===== config.mk =====
export PLATFORM = sky130hd
export DESIGN_NAME = mrc_front
export DESIGN_NICKNAME = d
export VERILOG_FILES = /design/src/sv/mrc_pkg.sv /design/src/sv/mrc_front.sv
export SDC_FILE = /design/constraint.sdc
export NUM_CORES = 1
export LEC_CHECK = 0
export ABC_AREA = 1
export BUFFER_PORTS_ARGS = -buffer_cell sky130_fd_sc_hd__buf_2
export CAP_MARGIN = 30
export CELL_PAD_IN_SITES_DETAIL_PLACEMENT = 0
export CELL_PAD_IN_SITES_GLOBAL_PLACEMENT = 1
export CORE_MARGIN = 5
export CORE_UTILIZATION = 38
export DETAILED_ROUTE_END_ITERATION = 12
export PLACE_DENSITY = 0.73
export SLEW_MARGIN = 25
export SYNTH_ARGS = -nofsm -noshare
export SYNTH_HDL_FRONTEND = slang
export SYNTH_SLANG_ARGS = --single-unit
export TNS_END_PERCENT = 50

===== constraint.sdc =====
create_clock -name clk_i -period 7.45 [get_ports clk_i]
set_input_delay 0.3725 -clock clk_i [delete_from_list [all_inputs] [get_ports clk_i]]
set_output_delay 0.3725 -clock clk_i [all_outputs]
set_load 0.02 [all_outputs]

===== src/sv/mrc_pkg.sv =====
// Package for the memory region coalescer: widths, region record, back-engine state type.
// No dependencies.
package mrc_pkg;
  localparam int unsigned MaxRegionsDef = 16;
  localparam int unsigned AddrBitsDef   = 48;
  localparam int unsigned BaseW = 48;
  localparam int unsigned SizeW = 49;
  localparam int unsigned SymW  = 16;
  localparam int unsigned SlotW = 6;

  // One accepted region, as handed from front to back.
  typedef struct packed {
    logic [BaseW-1:0] base;
    logic [BaseW-1:0] size;
    logic [BaseW-1:0] offset;
    logic [SymW-1:0]  sym;
    logic             last;
  } region_t;

  typedef enum logic [2:0] {
    ST_IDLE, ST_INSERT, ST_SWEEP, ST_UPDATE, ST_EMIT
  } back_state_e;
endpackage


===== src/sv/mrc_front.sv =====
// Front part: accepts regions and queues them for the back part.
// Depends on mrc_pkg.
module mrc_front (
  input  logic              clk_i,
  input  logic              rst_ni,
  input  logic              start_i,
  input  mrc_pkg::region_t  item_i,
  output logic              busy_o,
  output logic              q_valid_o,
  output mrc_pkg::region_t  q_item_o,
  input  logic              q_pop_i,
  input  logic              back_busy_i
);
  import mrc_pkg::*;
  // Two-entry queue. A closing region blocks further intake until the back is done.
  region_t mem_q [2];
  logic [1:0] cnt_q, cnt_d;
  logic wr_q, wr_d, rd_q, rd_d;
  logic hold_q, hold_d;
  logic push;

  assign busy_o    = (cnt_q == 2'd2) || hold_q;
  assign push      = start_i && !busy_o;
  assign q_valid_o = cnt_q != 2'd0;
  assign q_item_o  = mem_q[rd_q];

  always_comb begin
    cnt_d = cnt_q + {1'b0, push} - {1'b0, q_pop_i};
    wr_d  = wr_q ^ push;
    rd_d  = rd_q ^ q_pop_i;
    hold_d = hold_q;
    if (push && item_i.last) hold_d = 1'b1;
    else if (hold_q && cnt_q == 2'd0 && !back_busy_i && !q_pop_i) hold_d = 1'b0;
  end

  always_ff @(posedge clk_i or negedge rst_ni) begin
    if (!rst_ni) begin
      cnt_q <= '0; wr_q <= 1'b0; rd_q <= 1'b0; hold_q <= 1'b0;
    end else begin
      cnt_q <= cnt_d; wr_q <= wr_d; rd_q <= rd_d; hold_q <= hold_d;
    end
  end

  always_ff @(posedge clk_i) begin
    if (push) mem_q[wr_q] <= item_i;
  end
endmodule


==> results.cfg, run 1 <==
[pwr]
ir_worst_vdd_uv = 220
leakagePower_nw = 6.65
finalPower_mw = 6.44
powerDensity_nw_per_um2 = 405

[synth]
syn_nets = 1045
yosys.area.top_type = edfxtp_1
yosysUniqueCellTypes = 17
netlist_area_um2 = 12700
yosys_warnings = 0
ys_top_cells_by_area = edfxtp_1 (76%), o21ai_2 (7.6%), inv_1 (5.0%)
synth_seq_cells = 327
synthCells = 876
netlist.area_leader.share = 0.760
syn_avg_cell_area_um2 = 14.5
yosysSeqAreaShare = 0.769

[run_status]
status = complete, no violations

[sta]
setup_slack_ns = 3.79
maxSlewHeadroom = 0.447
finalCritPeriodShare = 0.491
clock.fmax_mhz = 273
min_period_ns = 3.66
slew_violations = 0
worst_pin_slew_ns = 0.829
fin_worst_skew_ns = 0.0177
finalSetupViolCount = 0
timing.final.hold_violations = 0
tns_ns = 0
rsz0062_at_grt = false

[critical_path]
rrSetupSlack_ns = 4.54
ff2ff_path_depth = 5
crit_buf_inv = 3
critical_path.cell_chain = buf_4, buf_4, nand2_1, o21ai_2, buf_2
worstPathRequired_ns = 7.08
startpoint_type = flip-flop
path_class = flip-flop to primary output
cp_max_fo = 66
path_delay_family = buffers and inverters
timing.critical_path.mode_cell = buf_4
reg2reg_to = mem_q[1][129]$_DFFE_PP_
cp_slowest_cell = dfrtp_4
worstSetupEndpointType = primary output
cp_slowest_stage_delay_ns = 0.76
rr_startpoint = cnt_q[1]$_DFF_PN0_
cp.arrival_ns = 3.29

[floorplanning]
die_h_um = 193
io_pins = 329
die_area_um2 = 37300
chipWidth_um = 193
coreArea_um2 = 33300
row_count = 67
initial_core_util = 0.382

[placed_design]
place.gp.congestion = 0.762
place_inst = 1625
dpl.hpwl_mm = 18.7
place_area_um2 = 14700
pre_cts_slack_ns = 4.24
io_buffers = 328

[clock_network]
post-cts-setup-buffer-count = 0
cts_tree = done
cts.path.max_buffers = 3
clk_latency_ns = 0.51
htree_levels = 2
root_buffer = clkbuf_16
clkTransAtPathRegs_ns = 0.06
cts_sinks = 327
cts_buffers = 37

[global_route]
gr-usage-all-layers = 0.139
grt_remaining_overflow = 0
first_global_vias = 7323
grt_pass1_wl_mm = 40.0
grt_max_degree = 153
antenna_found_initial = 10

[final_layout]
layout_common_cells = buf_2 (328), edfxtp_1 (322), inv_1 (171), nand2_1 (171), o21ai_2 (110)
drive_gt1_frac = 0.404
finalNetCount = 1386
layoutNonFillerInstCount = 1696
areaGrowthSynthToFinish_pct = 24.9
postLayoutCellArea_um2 = 15900
final_common_cell = buf_2

[detailed_routing]
drt-vias-per-instance = 4.40
ant_nets = 0
remaining_drc_errors = 0
drt_iter0_markers = 297
routed_wirelength_mm = 27.1
via_count = 7465
wire_per_inst_um = 16.0
dr.pass1.iters = 4

[flow_run]
maxCapViolations = 0

[worst_hold_path]
hold_path_startpoint = item_i[17]
holdPathEnd = mem_q[1][17]$_DFFE_PP_
holdPathStages = 1
hp-class = input port to flip-flop
==> how the worst max path moves through the flow <==
stage	from	endpoint	slack, ns	depth (start not counted)
CTS	rd_q$_DFF_PN0_	q_item_o[71]	3.69	5
floorplan	cnt_q[1]$_DFF_PN0_	mem_q[1][0]$_DFFE_PP_	2.19	3
global placement	rd_q$_DFF_PN0_	q_item_o[43]	4.37	5
finish	rd_q$_DFF_PN0_	q_item_o[88]	3.79	5
detailed placement	rd_q$_DFF_PN0_	q_item_o[71]	4.24	5
global route	rd_q$_DFF_PN0_	q_item_o[72]	3.52	5
==> where the power goes <==
part	total, mW	switching, mW	internal [mW]	leakage, nW
Clock	1.75	0.680	1.07	0.576
Sequential	2.51	0.109	2.40	3.00
Combinational	2.18	1.55	0.630	3.08
Total	6.44	2.34	4.10	6.65
==> routing by layer <==
metal	GRT usage	up-vias	wire (um)
met3	0.0468	68	2460
met2	0.232	230	13200
li1	-	3688	-
met5	0	-	67
met4	0.0482	10	849
met1	0.170	3469	10500
==> cell families after synthesis <==
kind of cell             Yosys count  synth area share
flip-flops                       327             0.769
XOR/XNOR                           1          0.000688
buffers and inverters            207            0.0785
AO/OA/AOI/OAI                    161            0.0957
adder cells (fa/ha/maj)            3           0.00295
AND/OR/NAND/NOR                  177            0.0526
==> layout make-up <==
type / count / area (um^2)
Fill cell: 3006 / 17400
Sequential cell: 327 / 9800
Multi-Input combinational cell: 342 / 1950
Timing Repair Buffer: 338 / 1740
Clock buffer: 49 / 1020
Inverter: 171 / 642
Tap cell: 448 / 561
Clock inverter: 17 / 166
Antenna cell: 4 / 10.0
==> synth_stat cells <==
library cell,n
o21ai_1,8
buf_8,1
clkbuf_2,1
edfxtp_1,322
dfrtp_1,5
o21ai_0,43
buf_6,26
o21ai_2,110
xor2_1,1
nand4_1,1
inv_1,171
nand2_1,171
clkbuf_1,4
ha_1,3
buf_4,4
nand3_1,2
nor2_1,3
==> per-stage QoR <==
stage | hold slack, ns | util
2_1_floorplan | 0.0769 | -
5_1_grt | 0.0246 | 0.478
4_1_cts | 0.0219 | 0.477
3_5_place_dp | 0.203 | 0.441
3_3_place_gp | 0.200 | 0.441
6_report | 0.0477 | 0.478
==> registers in the layout, indices dropped and copies added (netlist names) <==
name,count
rd_q,1
cnt_q,2
wr_q,1
hold_q,1
mem_q,322
==> repair_timing <==
action	4_1_cts	5_1_grt
setup endpoints to repair	0	0
resized for setup	0	0
endpoints found under the hold margin	5	0
hold buffers	1	0
Note: power is estimated with default switching activity, not from simulation.
==> inputs of run 2 (changes only) <==
Settings changed: CORE_UTILIZATION 38 to 43, PLACE_DENSITY 0.73 to 0.78.
Clock period 7.45 ns to 3.4 ns, I/O delays scaled along.
==> run 2 against run 1 <==
  * Sequential share of layout area fell by 5.5 points
  * Clock skew fell by 0.011 ns
  * Total power rose by 120%
  * Clock power rose by 100%
  * Combinational power rose by 130%
  * Utilization rose by 12 points
  * Final area rose by 9.9%
  * Register-to-register slack got worse by 3.0 ns
  * Sequential cell count did not move
  * Worst setup slack got worse by 2.9 ns
  * Die area fell by 11%
  * Clock-buffer cell count fell by 1
  * Critical endpoint is now q_item_o[44]
  * Largest cell class unchanged
==> results.cfg, run 2 (synthesis results as in run 1) <==
[run_status]
status = complete, no violations

[final_layout]
areaGrowthSynthToFinish_pct = 37.3
finalNetCount = 1556
diodes = 0
top_register = mem_q
layout_common_cells = buf_2 (328), edfxtp_1 (322), inv_1 (171)
top_regs = mem_q x322, cnt_q x2
final_common_cell = buf_2
largest_reg_flops = 322
drive_gt1_frac = 0.355

[detailed_routing]
routed_wirelength_mm = 27.4
drt-vias-per-instance = 4.52
wire_per_inst_um = 15.2
via_count = 8149
drt_iter0_markers = 346
ant_nets = 0
dr.pass1.iters = 4
remaining_drc_errors = 0

[flow_run]
maxCapViolations = 0

[critical_path]
worstPathRequired_ns = 3.23
worstSetupEndpointType = primary output
path_delay_family = flip-flops
ff2ff_path_depth = 5
path_class = flip-flop to primary output
cp.arrival_ns = 2.33
crit_buf_inv = 2
cp_slowest_cell = dfrtp_4
reg2reg_to = mem_q[0][67]$_DFFE_PP_
cp_max_fo = 99
rrSetupSlack_ns = 1.51
startpoint_type = flip-flop
critical_path.cell_chain = buf_12, nand2_1, o21ai_2, buf_2
rr_startpoint = cnt_q[1]$_DFF_PN0_
cp_slowest_stage_delay_ns = 0.86

[pwr]
ir_worst_vdd_uv = 605
finalPower_mw = 14.1
leakagePower_nw = 7.34
powerDensity_nw_per_um2 = 806

[sta]
finalCritPeriodShare = 0.735
min_period_ns = 2.50
maxSlewHeadroom = 0.553
rsz0062_at_grt = false
timing.final.hold_violations = 0
fin_worst_skew_ns = 0.00654
tns_ns = 0
slew_violations = 0
clock.fmax_mhz = 400
finalSetupViolCount = 0
worst_pin_slew_ns = 0.671

[global_route]
grt_max_degree = 100
antenna_found_initial = 0
first_global_vias = 8257
gr-usage-all-layers = 0.162
grt_remaining_overflow = 0
grt_pass1_wl_mm = 43.0

[clock_network]
cts_sinks = 327
cts_resized = 0
root_buffer = clkbuf_16
cts_tree = done
cts.path.max_buffers = 3
htree_levels = 2
clkTransAtPathRegs_ns = 0.05
clk_latency_ns = 0.50
cts_buffers = 35

[floorplanning]
initial_core_util = 0.433
chipWidth_um = 182
die_area_um2 = 33100
coreArea_um2 = 29400
io_pins = 329
row_count = 63
die_h_um = 182

[worst_hold_path]
holdPathStages = 5
hp-class = input port to flip-flop
hold_path_startpoint = start_i
holdPathEnd = wr_q$_DFF_PN0_

[placed_design]
dpl.hpwl_mm = 18.1
io_buffers = 328
place.gp.congestion = 0.775
run 2: changes by cell type in the layout (fill, tap and decap cells not counted), sizes merged:
| cell | change |
|---|---|
| bufinv | -1 |
| buf | +7 |
| clkinv | +1 |
| dlygate4sd3 | +165 |
| clkbuf | -1 |
| clkinvlp | -3 |
| inv | -1 |
| diode | -4 |
run 2: layout make-up:
| class | count | area [um^2] |
|---|---|---|
| Clock buffer | 48 | 967 |
| Clock inverter | 13 | 109 |
| Fill cell | 2272 | 11900 |
| Inverter | 171 | 642 |
| Multi-Input combinational cell | 342 | 1970 |
| Sequential cell | 327 | 9800 |
| Tap cell | 390 | 488 |
| Timing Repair Buffer | 510 | 3500 |
run 2: metal layers:
metal  part of all wire  GRT usage  wire (um)
met3              0.070     0.0429       1920
met1               0.38      0.186      10400
met2               0.52      0.295      14200
met5                  0          0          0
met4              0.030     0.0516        836
run 2: how the worst max path moves through the flow:
stage                       startpoint               endpoint  slack (ns)  depth (start not counted)
finish                  rd_q$_DFF_PN0_           q_item_o[44]        0.90                          4
global route            rd_q$_DFF_PN0_          q_item_o[141]        0.70                          4
CTS                     rd_q$_DFF_PN0_          q_item_o[142]        0.85                          4
detailed placement      rd_q$_DFF_PN0_           q_item_o[44]        1.39                          4
global placement        rd_q$_DFF_PN0_           q_item_o[44]        1.40                          4
floorplan           cnt_q[1]$_DFF_PN0_  mem_q[1][0]$_DFFE_PP_       0.009                          3
run 2: where the power goes:
group / internal, mW / leakage (nW) / switching (mW)
combinational: 1.60 / 3.82 / 3.42
clock: 2.13 / 0.522 / 1.42
sequential: 5.25 / 3.00 / 0.260
total: 8.98 / 7.34 / 5.10
run 2: what timing repair did:
item | in CTS | in global routing
hold buffers | 166 | 0
buffers inserted | 0 | 0
hold endpoints to repair | 329 | 0
run 2: worst min-delay path, cell delays in order:
cell	delay (ns)
buf_2	0.12
nand3_4	0.10
inv_1	0.09
ha_4	0.12
inv_1	0.03
run 2: metrics by stage:
stage	cell area, um^2	utilization	hold WS [ns]	instances	setup slack, ns
after floorplan	12800	-	-0.126	876	0.00878
after global placement	14700	0.501	-0.00506	1574	1.40
after detailed placement	14700	0.501	-0.00242	1574	1.39
after CTS	17500	0.594	0.150	1801	0.846
after global routing	17500	0.594	0.179	1801	0.695
final	17500	0.594	0.179	1801	0.901
